### src/hdl/jtt_pkg.sv
package jtt_pkg;

  localparam int JOINT_COUNT = 6;
  localparam int JW = (JOINT_COUNT > 1) ? $clog2(JOINT_COUNT) : 1;
  localparam logic [23:0] DURATION_RESET = 24'd1000000;
  // (2^27 + 1) / 3, exact floor divide by three for values below 2^26
  localparam logic [25:0] RECIP3 = 26'd44739243;

  typedef enum logic [1:0] {
    OP_TICK = 2'd0,
    OP_ABS  = 2'd1,
    OP_REL  = 2'd2,
    OP_LIM  = 2'd3
  } op_t;

  typedef enum logic [3:0] {
    S_IDLE,
    S_CMD,
    S_TLOAD,
    S_TDIV,
    S_TSQR,
    S_TREC,
    S_TMUL,
    S_TPOS,
    S_EMIT
  } state_t;

  typedef struct packed {
    logic load;
    logic exec_cmd;
    logic tick_upd;
    logic div_step;
    logic sqr;
    logic rec;
    logic mul;
    logic pos_wb;
    logic jnext;
    logic emit;
  } cmd_t;

  typedef struct packed {
    logic op_tick;
    logic cur_act;
    logic reach;
    logic div_last;
    logic last_joint;
  } stat_t;

endpackage

### src/hdl/jtt_ctrl.sv
module jtt_ctrl
  import jtt_pkg::*;
(
  input  logic  clk,
  input  logic  rst,
  input  logic  s_tvalid,
  output logic  s_tready,
  output logic  m_tvalid,
  input  logic  m_tready,
  input  stat_t st,
  output cmd_t  cmd
);

  state_t state, state_next;

  always_ff @(posedge clk) begin
    if (rst) begin
      state <= S_IDLE;
    end else begin
      state <= state_next;
    end
  end

  always_comb begin
    state_next = state;
    unique case (state)
      S_IDLE: begin
        if (s_tvalid) state_next = S_CMD;
      end
      S_CMD: begin
        state_next = st.op_tick ? S_TLOAD : S_EMIT;
      end
      S_TLOAD: begin
        if (st.cur_act && !st.reach) state_next = S_TDIV;
        else if (st.last_joint) state_next = S_EMIT;
      end
      S_TDIV: begin
        if (st.div_last) state_next = S_TSQR;
      end
      S_TSQR: state_next = S_TREC;
      S_TREC: state_next = S_TMUL;
      S_TMUL: state_next = S_TPOS;
      S_TPOS: begin
        state_next = st.last_joint ? S_EMIT : S_TLOAD;
      end
      S_EMIT: begin
        if (m_tready && (!st.op_tick || st.last_joint)) state_next = S_IDLE;
      end
      default: state_next = S_IDLE;
    endcase
  end

  always_comb begin
    cmd = '0;
    s_tready = 1'b0;
    m_tvalid = 1'b0;
    unique case (state)
      S_IDLE: begin
        s_tready = 1'b1;
        cmd.load = s_tvalid;
      end
      S_CMD: cmd.exec_cmd = 1'b1;
      S_TLOAD: begin
        cmd.tick_upd = 1'b1;
        // skip to next joint when idle or finished, and wrap to zero for emit
        cmd.jnext = !(st.cur_act && !st.reach);
      end
      S_TDIV: cmd.div_step = 1'b1;
      S_TSQR: cmd.sqr = 1'b1;
      S_TREC: cmd.rec = 1'b1;
      S_TMUL: cmd.mul = 1'b1;
      S_TPOS: begin
        cmd.pos_wb = 1'b1;
        cmd.jnext = 1'b1;
      end
      S_EMIT: begin
        m_tvalid = 1'b1;
        cmd.emit = 1'b1;
        cmd.jnext = m_tready && st.op_tick;
      end
      default: ;
    endcase
  end

endmodule

### config.mk
export PLATFORM = sky130hd
export DESIGN_NAME = jtt_ctrl
export DESIGN_NICKNAME = d
export VERILOG_FILES = /design/src/hdl/jtt_pkg.sv /design/src/hdl/jtt_ctrl.sv
export SDC_FILE = /design/constraint.sdc
export NUM_CORES = 1
export LEC_CHECK = 0
export ABC_AREA = 1
export ABC_CLOCK_PERIOD_IN_PS = 1400
export BUFFER_PORTS_ARGS = -buffer_cell sky130_fd_sc_hd__buf_2
export CAP_MARGIN = 20
export CORE_AREA = 3 3 40 42
export DETAILED_ROUTE_END_ITERATION = 6
export DIE_AREA = 0 0 43 45
export HOLD_SLACK_MARGIN = 0.02
export SKIP_CTS_REPAIR_TIMING = 1
export SYNTH_ARGS = -nofsm -noshare
export SYNTH_HDL_FRONTEND = slang
export SYNTH_SLANG_ARGS = --single-unit
### constraint.sdc
create_clock -name clk -period 1.4 [get_ports clk]
set_input_delay 0.14 -clock clk [delete_from_list [all_inputs] [get_ports clk]]
set_output_delay 0.14 -clock clk [all_outputs]
set_load 0.05 [all_outputs]
=== Word level (Yosys, flattened, before mapping) ===
Cells that the tools add are included.

* Memory bits (read-only): 0
* Memories kept: 0
* Bits in latches: 0
* Bits of input ports: 9
* Word-level logic and storage cells: 41
* Output and inout bits: 12
* Bits in registers: 4
* Bits in writable memories: 0

* $lt $le $gt $ge: 0
* Multiplexer cells: 19
* $mul: 0
* Reduce and logical (&&, ||, !) cells: 9
* $add $sub $neg: 0
* Bitwise gates (word level): 0
* Shifts and indexed selects: 0
* Div/mod/pow operators: 0
* Equality and inequality tests: 12

{| class="wikitable"
|+ Operators with widths
! kind !! count
|-
| 4-bit one-hot mux with 9 select lines || 1
|-
| 4-bit 2-to-1 mux || 7
|-
| 4-bit by 3-bit equality test with 1-bit output (second input constant) || 4
|-
| 1-bit 2-to-1 mux || 10
|-
| 4-bit by 2-bit equality test with 1-bit output (second input constant) || 2
|-
| 2-bit inequality test (second input constant) || 3
|-
| 4-bit by 1-bit equality test with 1-bit output (second input constant) || 1
|-
| 4-bit equality test (second input constant) || 1
|-
| 4-bit zero test || 1
|-
| 4-bit AND reduction || 1
|-
| 1-bit logical AND || 3
|-
| 1-bit zero test || 3
|-
| 3-bit inequality test (second input constant) || 1
|-
| 1-bit one-hot mux with 3 select lines || 1
|-
| 1-bit logical OR || 1
|}

=== Longest topological paths before layout ===
* Depth in word-level cells: 5
* Mapped depth: 9
* Gate-level depth less buffers: 9

=== Worst setup path before layout ===
OpenSTA, ideal clock, no wires.

* Kind: flip-flop to output port
* Start: register state[3]
* End: output cmd[4] in the netlist's numbering
* Arrival: 1.574 ns
* Path slack: -0.314 ns
* Cell stages (with the launch flop): 4
* Cell sequence: dfxtp_1 inv_1 nand2_1 nor3_1

{| class="wikitable"
|+ RTL lines
! item !! RTL line !! text
|-
| from (decl) || jtt_ctrl.sv:14 || <nowiki>state_t state, state_next;</nowiki>
|-
| from (signal assigned) || jtt_ctrl.sv:20 || <nowiki>state <= state_next;</nowiki>
|-
| to (decl) || jtt_ctrl.sv:11 || <nowiki>output cmd_t cmd</nowiki>
|}

==> metrics.yaml <==
status:
  status: "complete, no violations"
worst_hold_path:
  hold_path_class: "in -> reg"
synth:
  yosysTopAreaCell: "nand2_1"
  synthTopCellsByCount: "nand2_1, nor2_1, inv_1, nand2_2"
  synth_area_sq_um: 424
  yosysSeqAreaShare_pct: 18.9
  yosys_most_used_dff: "dfxtp_1"
  synth_top_area_share_pct: 19.5
  yosys-top-cells-area: "nand2_1, dfxtp_1, nor2_1"
  synth.distinct_cells: 16
  synth.most_common_cell: "nand2_1"
  synth_edf_count: 0
  yosys_warnings: 0
  syn_avg_cell_area_sq_um: 5.37
  netlist_instances: 79
  ys_ff_latch: 4
  syn-num-nets: 88
  async_flop_share_pct: 0
routing:
  vias: 524
  post_drt_via_cell_ratio: 4.48
  wl_per_cell_microns: 8.92
  drc_errors: 0
  drtIter0Drc: 4
  wl_microns: 1040
  antenna_left: 0
  drtPass1Iterations: 4
cts:
  cts-root-buf: "clkbuf_4"
  cts_tree: "yes"
  cts_buffers: 3
  clkTransAtPathRegs_ns: 0.03
  cts_max_level: 1
  worstSkewPairLatency_ns: 0.23
  cts_sinks: 4
  clock_path_buffers: 2
die:
  io_pins: 21
  initial_core_util_pct: 33.0
  fp.dieH_microns: 45
  core_sq_um: 1280
  rows: 13
  die_w_microns: 43
  die_area_sq_um: 1940
final_layout:
  largest_register: "state"
  final_core_util_pct: 48.0
  diodes: 0
  syn2layout_area_growth_pct: 45.4
  largest_reg_flops: 4
  reg_top3: "state (4)"
  drive_above_1_share_pct: 43.1
  final_area_sq_um: 617
  final_nets: 113
setup_path:
  worstPathCellList: "inv_2, nand2_2, nor2_4, nand3_1, nand3b_1, buf_6"
  crit_slowest_cell: "dfxtp_2"
  crit_type: "reg -> out"
  setup.worst_path.end_class: "output port"
  crit_path_max_incr_delay_ns: 0.35
  worstPathRequired_ns: 1.26
  arrival_ns: 1.20
  cp_max_fo: 6
  start_kind: "register"
placed_design:
  port_buffers: 20
  hpwl_microns: 880
  gp_congestion: 0.792
  place_area_sq_um: 556
power_and_ir_drop:
  p_leak_nw: 0.370
  finalPower_mw: 1.58
  vdd_ir_drop_max_uv: 1430
  powerDensity_nw_per_um2: 2560
global_route:
  grt_pass1_wl_microns: 1660
  gr-total-overflow: 0
  grt_pass1_vias: 462
  antenna_found_initial: 0
  grt_start_max_net_pins: 8
  track_usage_pct: 11.4
timing:
  slew_violations: 0
  setup_viol: 0
  max_freq_mhz: 744
  hold_viol_final: 0
  clock-skew-final_ns: 0.00126
  worstMarginPinSlew_ns: 0.249
  fin_crit_ns: 1.34
  period_share_pct: 96.0
  slew_headroom_pct: 83.5
job:
  drv_cap: 0
## worst paths after layout
path	from	slack (ns)	cells past startpoint	end
setup / recovery	state[0]	0.06	6	cmd[1]
hold / removal	rst	0.09	2	state[2]
setup reg to reg	state[1]	0.13	10	state[0]
hold reg to reg	state[3]	0.51	2	state[3]
## stage by stage
| stage | hold slack (ns) | std cells | setup slack (ns) | setup TNS [ns] |
|---|---|---|---|---|
| 2_1_floorplan | 0.212 | 79 | -0.0520 | -0.0520 |
| 3_3_place_gp | 0.337 | 113 | 0.152 | 0 |
| 3_5_place_dp | 0.338 | 113 | 0.151 | 0 |
| 4_1_cts | 0.0982 | 116 | -0.0763 | -0.254 |
| 5_1_grt | 0.0950 | 117 | -0.00941 | -0.00941 |
| 6_report | 0.0923 | 117 | 0.0563 | 0 |
## cell families (layout without fill, tap and decap cells)
family,count (synthesis),after routing,synth area share [%]
flip-flops,4,4,18.9
buffers and inverters,16,39,15.0
AND/OR/NAND/NOR,57,57,63.7
AO/OA/AOI/OAI,2,2,2.36
## metal layers
metal	up-vias	share of wire, %	routed length [microns]	GRT usage, %
li1	286	-	-	-
met4	0	0	0	7.23
met1	225	44	458	12.3
met3	0	4.8	50	0
met5	-	0	0	0
met2	13	51	534	22.2
## cell usage in the layout (no fill, tap or decap)
cell       n
nor3_1     1
nand2_4    1
nor2_1    13
buf_4      1
inv_1     12
nor2_4     5
nand2_1   21
nor3b_1    1
clkbuf_4   6
inv_2      2
nand3b_1   2
nor3_2     1
buf_6      1
dfxtp_2    4
nand3_1    4
o21ai_0    2
nand2_2    5
clkinv_1   1
nor2_2     2
buf_2     16
nand4_1    1
## cell type report
| type | count | area (sq um) |
|---|---|---|
| inverter | 15 | 56.3 |
| sequential | 4 | 85.1 |
| fill | 153 | 668 |
| clock buffer | 3 | 22.5 |
| multi-input combinational | 59 | 313 |
| timing repair buffer | 21 | 121 |
| tap | 15 | 18.8 |
## report_power, final
group | switching, mW | leakage [nW] | internal, mW
registers | 0.0773 | 0.0344 | 0.170
logic | 0.853 | 0.322 | 0.345
clock network | 0.0410 | 0.0138 | 0.0955
total | 0.971 | 0.370 | 0.610
## critical path, delay by kind of cell (launching register included)
family	cells	cell delay, ns
simple gates	4	0.37
flops	1	0.35
buf+inv	2	0.25
Note: power is estimated with default switching activity, not from simulation.
